===== config.mk =====
export PLATFORM = sky130hd
export DESIGN_NAME = prime_sieve_filter_chain
export DESIGN_NICKNAME = d
export VERILOG_FILES = /design/src/hw/rtl/psfc_pkg.sv /design/src/hw/rtl/psfc_datapath.sv /design/src/hw/rtl/psfc_ctrl.sv /design/src/hw/rtl/prime_sieve_filter_chain.sv
export SDC_FILE = /design/constraint.sdc
export NUM_CORES = 1
export LEC_CHECK = 0
export BUFFER_PORTS_ARGS = -buffer_cell sky130_fd_sc_hd__buf_4
export CAP_MARGIN = 30
export CORE_MARGIN = 1
export CORE_UTILIZATION = 40
export CTS_BUF_LIST = sky130_fd_sc_hd__clkbuf_4 sky130_fd_sc_hd__clkbuf_8 sky130_fd_sc_hd__clkbuf_16
export DETAILED_ROUTE_END_ITERATION = 7
export PLACE_DENSITY = 0.64
export RECOVER_POWER = 25
export SKIP_LAST_GASP = 1
export SLEW_MARGIN = 25
export SYNTH_ARGS = -nofsm -noshare
export SYNTH_HDL_FRONTEND = slang
export SYNTH_SLANG_ARGS = --single-unit
export TNS_END_PERCENT = 10

===== constraint.sdc =====
create_clock -name clk -period 5.37 [get_ports clk]
set_input_delay 0.537 -clock clk [delete_from_list [all_inputs] [get_ports clk]]
set_output_delay 0.537 -clock clk [all_outputs]
set_load 0.03 [all_outputs]

===== src/hw/rtl/psfc_pkg.sv =====
// Shared constants, codes and control/status structs for the prime sieve filter chain.
`default_nettype none

package psfc_pkg;

  // Parameter defaults.
  localparam int NUM_CELLS_DEF  = 16;
  localparam int VALUE_BITS_DEF = 16;

  // Fixed field widths on the stream ports.
  localparam int CAND_W    = 16;
  localparam int VERDICT_W = 2;
  localparam int INDEX_W   = 4;
  localparam int OUT_W     = 24;  // 22 payload bits padded to whole bytes

  // Smallest number that takes part in the sieve.
  localparam int MIN_CANDIDATE = 2;

  // Verdict codes.
  localparam logic [VERDICT_W-1:0] VERDICT_PRIME    = 2'd0;
  localparam logic [VERDICT_W-1:0] VERDICT_MULTIPLE = 2'd1;
  localparam logic [VERDICT_W-1:0] VERDICT_OVERFLOW = 2'd2;

  // Commands from the controller to the datapath.
  typedef struct packed {
    logic                 load;         // take a new candidate, restart the walk
    logic                 capture;      // store candidate in the next free cell
    logic                 div_start;    // clear the remainder, start at the top bit
    logic                 div_step;     // one restoring remainder step
    logic                 next_cell;    // advance the walk to the following cell
    logic                 set_verdict;  // record verdict and cell index
    logic [VERDICT_W-1:0] verdict;
    logic                 index_zero;   // report cell index 0 instead of the walk
    logic                 emit;         // load the output register
  } ctrl_t;

  // Status from the datapath to the controller.
  typedef struct packed {
    logic below_two;   // candidate is 0 or 1
    logic at_fill;     // walk has reached the first unused cell
    logic at_end;      // walk has passed the last cell
    logic div_last;    // current remainder step is the final one
    logic rem_zero;    // remainder after the last step is zero
    logic out_free;    // output register can take a result this cycle
  } status_t;

endpackage

`default_nettype wire


===== src/hw/rtl/psfc_datapath.sv =====
// Datapath: candidate register, cell prime memory, fill count, remainder unit, output register.
`default_nettype none

module psfc_datapath
  import psfc_pkg::*;
#(
  parameter int NUM_CELLS  = NUM_CELLS_DEF,
  parameter int VALUE_BITS = VALUE_BITS_DEF
) (
  input  wire logic              clk,
  input  wire logic              rst,
  input  wire logic [CAND_W-1:0] s_tdata,
  input  wire logic              s_tlast,
  output logic                   m_tvalid,
  input  wire logic              m_tready,
  output logic [OUT_W-1:0]       m_tdata,
  output logic                   m_tlast,
  input  wire ctrl_t             ctrl,
  output status_t                status
);

  localparam int CNT_W = $clog2(NUM_CELLS + 1);
  localparam int IDX_W = (NUM_CELLS > 1) ? $clog2(NUM_CELLS) : 1;
  localparam int BIT_W = $clog2(VALUE_BITS);

  logic [VALUE_BITS-1:0] cell_mem [NUM_CELLS];
  logic [VALUE_BITS-1:0] prime_q;

  logic [VALUE_BITS-1:0] cand;
  logic                  last_q;
  logic [CNT_W-1:0]      walk;
  logic [CNT_W-1:0]      fill;
  logic [VALUE_BITS-1:0] rem;
  logic [BIT_W-1:0]      bitcnt;
  logic [VERDICT_W-1:0]  res_verdict;
  logic [INDEX_W-1:0]    res_index;

  logic [VALUE_BITS:0]   rem_shift;
  logic [VALUE_BITS:0]   rem_sub;
  logic [VALUE_BITS-1:0] rem_next;

  // Restoring remainder step: bring in one candidate bit, subtract if it fits.
  assign rem_shift = {rem, cand[bitcnt]};
  assign rem_sub   = rem_shift - {1'b0, prime_q};
  assign rem_next  = rem_sub[VALUE_BITS] ? rem_shift[VALUE_BITS-1:0]
                                         : rem_sub[VALUE_BITS-1:0];

  assign status.below_two = (cand < VALUE_BITS'(MIN_CANDIDATE));
  assign status.at_fill   = (walk == fill);
  assign status.at_end    = (walk == CNT_W'(NUM_CELLS));
  assign status.div_last  = (bitcnt == '0);
  assign status.rem_zero  = (rem == '0);
  assign status.out_free  = !m_tvalid || m_tready;

  // Cell memory: one write port at the fill point, one registered read at the walk.
  always_ff @(posedge clk) begin
    if (ctrl.capture) begin
      cell_mem[fill[IDX_W-1:0]] <= cand;
    end
    prime_q <= cell_mem[walk[IDX_W-1:0]];
  end

  always_ff @(posedge clk) begin
    if (ctrl.load) begin
      cand   <= VALUE_BITS'(s_tdata);
      last_q <= s_tlast;
    end
    if (ctrl.div_start) begin
      rem    <= '0;
      bitcnt <= BIT_W'(VALUE_BITS - 1);
    end else if (ctrl.div_step) begin
      rem    <= rem_next;
      bitcnt <= bitcnt - 1'b1;
    end
    if (ctrl.set_verdict) begin
      res_verdict <= ctrl.verdict;
      res_index   <= ctrl.index_zero ? '0 : INDEX_W'(walk);
    end
    if (ctrl.emit) begin
      m_tdata <= {2'b00, res_index, res_verdict, CAND_W'(cand)};
      m_tlast <= last_q;
    end
  end

  always_ff @(posedge clk) begin
    if (rst) begin
      walk     <= '0;
      fill     <= '0;
      m_tvalid <= 1'b0;
    end else begin
      if (ctrl.load) begin
        walk <= '0;
      end else if (ctrl.next_cell) begin
        walk <= walk + 1'b1;
      end
      if (ctrl.emit && last_q) begin
        fill <= '0;
      end else if (ctrl.capture) begin
        fill <= fill + 1'b1;
      end
      if (ctrl.emit) begin
        m_tvalid <= 1'b1;
      end else if (m_tready) begin
        m_tvalid <= 1'b0;
      end
    end
  end

endmodule

`default_nettype wire


===== src/hw/rtl/psfc_ctrl.sv =====
// Controller state machine that walks one candidate through the filter cells.
`default_nettype none

module psfc_ctrl
  import psfc_pkg::*;
(
  input  wire logic    clk,
  input  wire logic    rst,
  input  wire logic    s_tvalid,
  output logic         s_tready,
  input  wire status_t status,
  output ctrl_t        ctrl
);

  localparam logic [2:0] ST_IDLE  = 3'd0;
  localparam logic [2:0] ST_CHECK = 3'd1;
  localparam logic [2:0] ST_DIV   = 3'd2;
  localparam logic [2:0] ST_TEST  = 3'd3;
  localparam logic [2:0] ST_DONE  = 3'd4;

  logic [2:0] state;
  logic [2:0] state_next;

  assign s_tready = (state == ST_IDLE);

  always_comb begin
    state_next = state;
    ctrl       = '0;
    case (state)
      ST_IDLE: begin
        if (s_tvalid) begin
          ctrl.load  = 1'b1;
          state_next = ST_CHECK;
        end
      end
      ST_CHECK: begin
        if (status.below_two) begin
          ctrl.set_verdict = 1'b1;
          ctrl.verdict     = VERDICT_MULTIPLE;
          ctrl.index_zero  = 1'b1;
          state_next       = ST_DONE;
        end else if (status.at_end) begin
          ctrl.set_verdict = 1'b1;
          ctrl.verdict     = VERDICT_OVERFLOW;
          ctrl.index_zero  = 1'b1;
          state_next       = ST_DONE;
        end else if (status.at_fill) begin
          ctrl.capture     = 1'b1;
          ctrl.set_verdict = 1'b1;
          ctrl.verdict     = VERDICT_PRIME;
          state_next       = ST_DONE;
        end else begin
          ctrl.div_start = 1'b1;
          state_next     = ST_DIV;
        end
      end
      ST_DIV: begin
        ctrl.div_step = 1'b1;
        if (status.div_last) begin
          state_next = ST_TEST;
        end
      end
      ST_TEST: begin
        if (status.rem_zero) begin
          ctrl.set_verdict = 1'b1;
          ctrl.verdict     = VERDICT_MULTIPLE;
          state_next       = ST_DONE;
        end else begin
          ctrl.next_cell = 1'b1;
          state_next     = ST_CHECK;
        end
      end
      ST_DONE: begin
        if (status.out_free) begin
          ctrl.emit  = 1'b1;
          state_next = ST_IDLE;
        end
      end
      default: begin
        state_next = ST_IDLE;
      end
    endcase
  end

  always_ff @(posedge clk) begin
    if (rst) begin
      state <= ST_IDLE;
    end else begin
      state <= state_next;
    end
  end

endmodule

`default_nettype wire


===== src/hw/rtl/prime_sieve_filter_chain.sv =====
// Top level of the prime sieve filter chain: controller plus datapath.
//
//   Channel   Direction  Payload
//   s_*       in         tdata[15:0] candidate, tlast end_of_stream
//   m_*       out        tdata[15:0] number_out, [17:16] verdict, [21:18] cell_index,
//                        [23:22] zero; tlast last_out
//
// Each transaction on s_* yields exactly one transaction on m_*. The candidate is
// walked cell by cell and tested against the used cells in turn in the shared
// restoring remainder unit, which retires one bit per cycle. It is captured as a prime
// at the first unused cell, removed as a multiple at the first cell that leaves a zero
// remainder, reported as an overflow when all cells are used and none divides it, and
// reported as a multiple without any cell test when it is below two; s_tready rises
// again in the cycle after the result is loaded. Reset clears the state machine, the
// fill count and the output valid; the cell memory needs no clearing because only
// cells below the fill count are ever used as divisors. A new candidate is taken
// while a result is still waiting on m_*; it then stalls only at its own hand-off
// until the output register drains.
`default_nettype none

module prime_sieve_filter_chain
  import psfc_pkg::*;
#(
  parameter int NUM_CELLS  = NUM_CELLS_DEF,
  parameter int VALUE_BITS = VALUE_BITS_DEF
) (
  input  wire logic              clk,
  input  wire logic              rst,
  input  wire logic              s_tvalid,
  output logic                   s_tready,
  input  wire logic [CAND_W-1:0] s_tdata,   // [15:0] candidate
  input  wire logic              s_tlast,
  output logic                   m_tvalid,
  input  wire logic              m_tready,
  output logic [OUT_W-1:0]       m_tdata,   // [15:0] number_out, [17:16] verdict,
                                            // [21:18] cell_index, [23:22] zero
  output logic                   m_tlast
);

  ctrl_t   ctrl;
  status_t status;

  // The controller sequences each cell test; the datapath holds all data storage.
  psfc_ctrl u_ctrl (
    .clk      (clk),
    .rst      (rst),
    .s_tvalid (s_tvalid),
    .s_tready (s_tready),
    .status   (status),
    .ctrl     (ctrl)
  );

  psfc_datapath #(
    .NUM_CELLS  (NUM_CELLS),
    .VALUE_BITS (VALUE_BITS)
  ) u_datapath (
    .clk      (clk),
    .rst      (rst),
    .s_tdata  (s_tdata),
    .s_tlast  (s_tlast),
    .m_tvalid (m_tvalid),
    .m_tready (m_tready),
    .m_tdata  (m_tdata),
    .m_tlast  (m_tlast),
    .ctrl     (ctrl),
    .status   (status)
  );

  // One candidate is in work at a time: acceptance closes the input side.
  a_one_in_flight: assert property (@(posedge clk) disable iff (rst)
    (s_tvalid && s_tready) |=> !s_tready)
    else $error("input accepted while a candidate was still in work");

  // A result is only loaded when the output register is free to take it.
  a_emit_no_overwrite: assert property (@(posedge clk) disable iff (rst)
    ctrl.emit |-> (!m_tvalid || m_tready))
    else $error("result loaded over one not yet taken");

  // No undefined verdict code ever reaches the output.
  a_verdict_code: assert property (@(posedge clk) disable iff (rst)
    m_tvalid |-> (m_tdata[17:16] != 2'd3))
    else $error("undefined verdict code on output");

  // Overflow always reports cell index zero.
  a_overflow_index: assert property (@(posedge clk) disable iff (rst)
    (m_tvalid && m_tdata[17:16] == VERDICT_OVERFLOW) |-> (m_tdata[21:18] == '0))
    else $error("overflow verdict with nonzero cell index");

endmodule

`default_nettype wire

==> flow_metrics.py <==
metrics = {
    "outcome": {
        "status": "finished clean",
    },
    "yosys": {
        "synth_edf_count": 302,
        "ys_seq_area_share_pct": 70.2,
        "yosys-top-cells-area": "edfxtp_1, mux4_2, dfxtp_1",
        "synth_area_mm2": 0.0143,
        "async_reset_ff_share_pct": 0,
        "ys_warn_count": 0,
        "synthesis.instances": 802,
        "ys_dominant_reg_cell": "edfxtp_1",
        "yosysTopAreaCellShare_pct": 63.3,
        "avgSynthCellArea_um2": 17.9,
        "synth_largest_area_cell": "edfxtp_1",
        "synth_cell_types": 68,
        "yosys_register_bits": 352,
    },
    "timing": {
        "fin_setup_tns_ns": 0,
        "maxSlewHeadroom_pct": 39.6,
        "layout_min_cycle_time_ns": 3.90,
        "layout_worst_path_cycle_share_pct": 72.7,
        "hold_violations": 0,
        "rsz0062_at_grt": "no",
        "report.final.slew_viol_count": 0,
        "max_freq_mhz": 256,
        "worst_pin_slew_ns": 0.897,
        "setup_viol": 0,
        "clock_skew_ns": 0.0261,
    },
    "power": {
        "internal_power_w": 0.00521,
        "switching_share_pct": 25.5,
        "p_leak_nw": 5.54,
        "power_frac_clock_pct": 39.1,
        "powerDensity_mw_per_mm2": 421,
        "vdd_ir_drop_max_mv": 0.272,
        "p_seq_share_pct": 46.7,
        "p_sw_w": 0.00178,
        "pwr-share-comb_pct": 14.2,
    },
    "detailed_routing": {
        "vias": 7534,
        "drt-initial-drc-count": 732,
        "viasPerCell": 5.55,
        "dr.pass1.iters": 5,
        "post_drt_wl_per_cell_um": 23.9,
        "post-route-drc-count": 0,
        "ant_nets": 0,
        "totalWireLength_um": 32400,
    },
    "setup_path": {
        "reg2reg_to": "u_datapath.rem[6]$_SDFFE_PP0P_",
        "cp-start-kind": "register",
        "crit_arrival_ns": 4.29,
        "r2r-start": "u_datapath.cand[10]$_DFFE_PP_",
        "critPathRequiredTime_ns": 5.76,
        "path_cells": "mux4_1 -> mux4_2 -> clkinv_1 -> ha_1 -> fa_1 -> nand2b_1 -> a21oi_4 -> o2111ai_4 -> a21o_1 -> nand2_2 -> a221o_1",
        "rr_worst_depth": 11,
        "critPathMaxStageDelay_ns": 0.66,
        "worstSetupPathType": "register to register",
        "crit_path_end_kind": "register",
        "critical_path.max_fanout": 19,
        "r2r_slack_ns": 1.47,
        "crit_slowest_cell": "edfxtp_1",
    },
    "cts": {
        "path_clk_slew_ns": 0.06,
        "cts_resized": 0,
        "clock-sinks": 352,
        "worstSkewPairLatency_ns": 0.52,
        "h-tree-depth": 2,
        "cts-root-buf": "clkbuf_16",
        "cts-buffers-inserted": 37,
        "clk_path_buf_depth": 3,
        "post-cts-setup-buffers": 0,
        "cts_tree": "built",
        "ctsHoldBuffers": 0,
    },
    "die": {
        "fp.dieArea_mm2": 0.0366,
        "rows": 68,
        "io_pins": 48,
        "coreArea_mm2": 0.0349,
        "fp.dieH_um": 191,
        "initial_utilization_pct": 41.1,
        "die_w_um": 191,
    },
    "grt": {
        "antenna_found_initial": 0,
        "grt_first_pass_wirelength_um": 47900,
        "track_usage_pct": 18.1,
        "grt_overflow": 0,
        "first_global_vias": 7610,
        "grt_max_degree": 41,
    },
    "worst_hold_path": {
        "holdPathEnd": "u_datapath.cand[10]$_DFFE_PP_",
        "hp-class": "input port to register",
        "hold_depth": 1,
        "worstHoldStart": "s_tdata[10]",
    },
    "cells_and_area": {
        "final_common_cell": "edfxtp_1",
        "layout.cells.most_common_list": "edfxtp_1, mux4_2, buf_4",
        "syn_to_final_growth_pct": 15.9,
        "fill_cells": 2896,
        "drive_above_1_share_pct": 26.5,
        "diodes": 0,
        "nNetsFinal": 919,
        "final_area_mm2": 0.0166,
    },
    "placed_design": {
        "postPlaceCellArea_mm2": 0.0153,
        "gp_congestion": 0.854,
        "dpl.hpwl_um": 19600,
        "port_buffers": 45,
    },
    "job": {
        "drv_cap": 0,
    },
}
-- worst max-delay path: cells and delay by family, from the launching register on --
| family | cells | cell delay (ns) |
|---|---|---|
| AOI/OAI and AO/OA | 4 | 1.09 |
| adders and majority gates | 2 | 0.37 |
| and+or+nand+nor | 2 | 0.40 |
| buffers and inverters | 1 | 0.09 |
| muxes | 2 | 1.16 |
| DFF | 1 | 0.66 |
-- synth_stat cells, types with 4 or more instances --
library cell  count
edfxtp_1        302
mux4_2           84
dfxtp_1          50
nor2_1           44
nand2_1          36
inv_1            25
ha_1             23
clkbuf_1         15
a21oi_1          14
nor3_1           13
o211ai_1         13
o21ai_0          13
xor2_1           13
xnor2_1          11
buf_2            10
and3_1            9
nor4_1            9
a21o_1            8
buf_4             7
nand4_1           7
nor2b_1           7
and2_1            6
nand2b_1          6
a41oi_1           5
mux2i_1           5
o21a_1            5
buf_1             4
-- flip-flops by register name, summed over array words and instances, names as in the netlist --
name / cells
u_datapath.m_tvalid: 1
u_datapath.m_tdata: 22
u_datapath.m_tlast: 1
u_datapath.last_q: 1
u_datapath.bitcnt: 4
u_datapath.prime_q: 16
u_datapath.res_index: 4
u_datapath.walk: 5
u_datapath.cell_mem: 256
u_datapath.cand: 16
u_datapath.res_verdict: 2
u_ctrl.state: 3
u_datapath.fill: 5
u_datapath.rem: 16
-- metrics by stage --
stage | util, % | setup slack, ns | instances | total power [W] | hold WS, ns
global placement | 43.8 | 1.58 | 1286 | 0.00430 | 0.403
CTS | 47.6 | 1.46 | 1356 | 0.00704 | 0.170
finish | 47.6 | 1.47 | 1357 | 0.00700 | 0.209
detailed placement | 43.9 | 1.50 | 1289 | 0.00430 | 0.407
global route | 47.6 | 1.27 | 1357 | 0.00726 | 0.197
floorplan | - | 1.61 | 803 | 0.00403 | 0.400
-- logic make-up (layout without fill, tap and decap cells) --
kind of cell	count (synthesis)	count (layout)	share of synthesized area [%]
AND/OR/NAND/NOR	152	152	5.25
multiplexers	90	90	13.7
XOR/XNOR	24	24	1.47
flip-flops	352	352	70.2
buffers and inverters	65	164	2.13
other	1	2	0.0262
AO/OA/AOI/OAI	94	94	5.01
adder cells (fa/ha/maj)	24	24	2.15
-- how the worst max path moves through the flow --
stage / from / to / slack [ns]
finish: u_datapath.cand[10]$_DFFE_PP_ / u_datapath.rem[6]$_SDFFE_PP0P_ / 1.47
detailed placement: u_datapath.cand[10]$_DFFE_PP_ / u_datapath.rem[0]$_SDFFE_PP0P_ / 1.50
floorplan: u_datapath.walk[1]$_SDFFE_PP0P_ / u_datapath.cell_mem[3][0]$_DFFE_PP_ / 1.61
global route: u_datapath.cand[10]$_DFFE_PP_ / u_datapath.rem[6]$_SDFFE_PP0P_ / 1.27
global placement: u_datapath.cand[10]$_DFFE_PP_ / u_datapath.rem[0]$_SDFFE_PP0P_ / 1.58
CTS: u_datapath.cand[10]$_DFFE_PP_ / u_datapath.rem[0]$_SDFFE_PP0P_ / 1.46
-- area by class of cell --
type / count / area [um^2] / share of cell area, %
Timing Repair Buffer: 71 / 543 / 3.27
Multi-Input combinational cell: 386 / 4020 / 24.2
Inverter: 26 / 97.6 / 0.587
Sequential cell: 352 / 10100 / 60.6
Tap cell: 455 / 569 / 3.43
Clock buffer: 44 / 985 / 5.93
Clock inverter: 23 / 329 / 1.98
-- layer usage --
metal	part of all wire, %	wire length, um	GRT usage [%]
met2	48	15600	29.3
met1	43	13900	24.4
met4	2.3	731	5.49
met3	6.9	2250	3.89
met5	0	0	0
-- power groups by stage --
stage               sequential (W)  combinational (W)  clock, W
floorplan                  0.00326           0.000772         0
detailed placement         0.00332           0.000981         0
global placement           0.00332           0.000982         0
global route               0.00328            0.00109   0.00289
CTS                        0.00326           0.000988   0.00279
finish                     0.00326           0.000993   0.00274
Note: power is estimated with default switching activity, not from simulation.
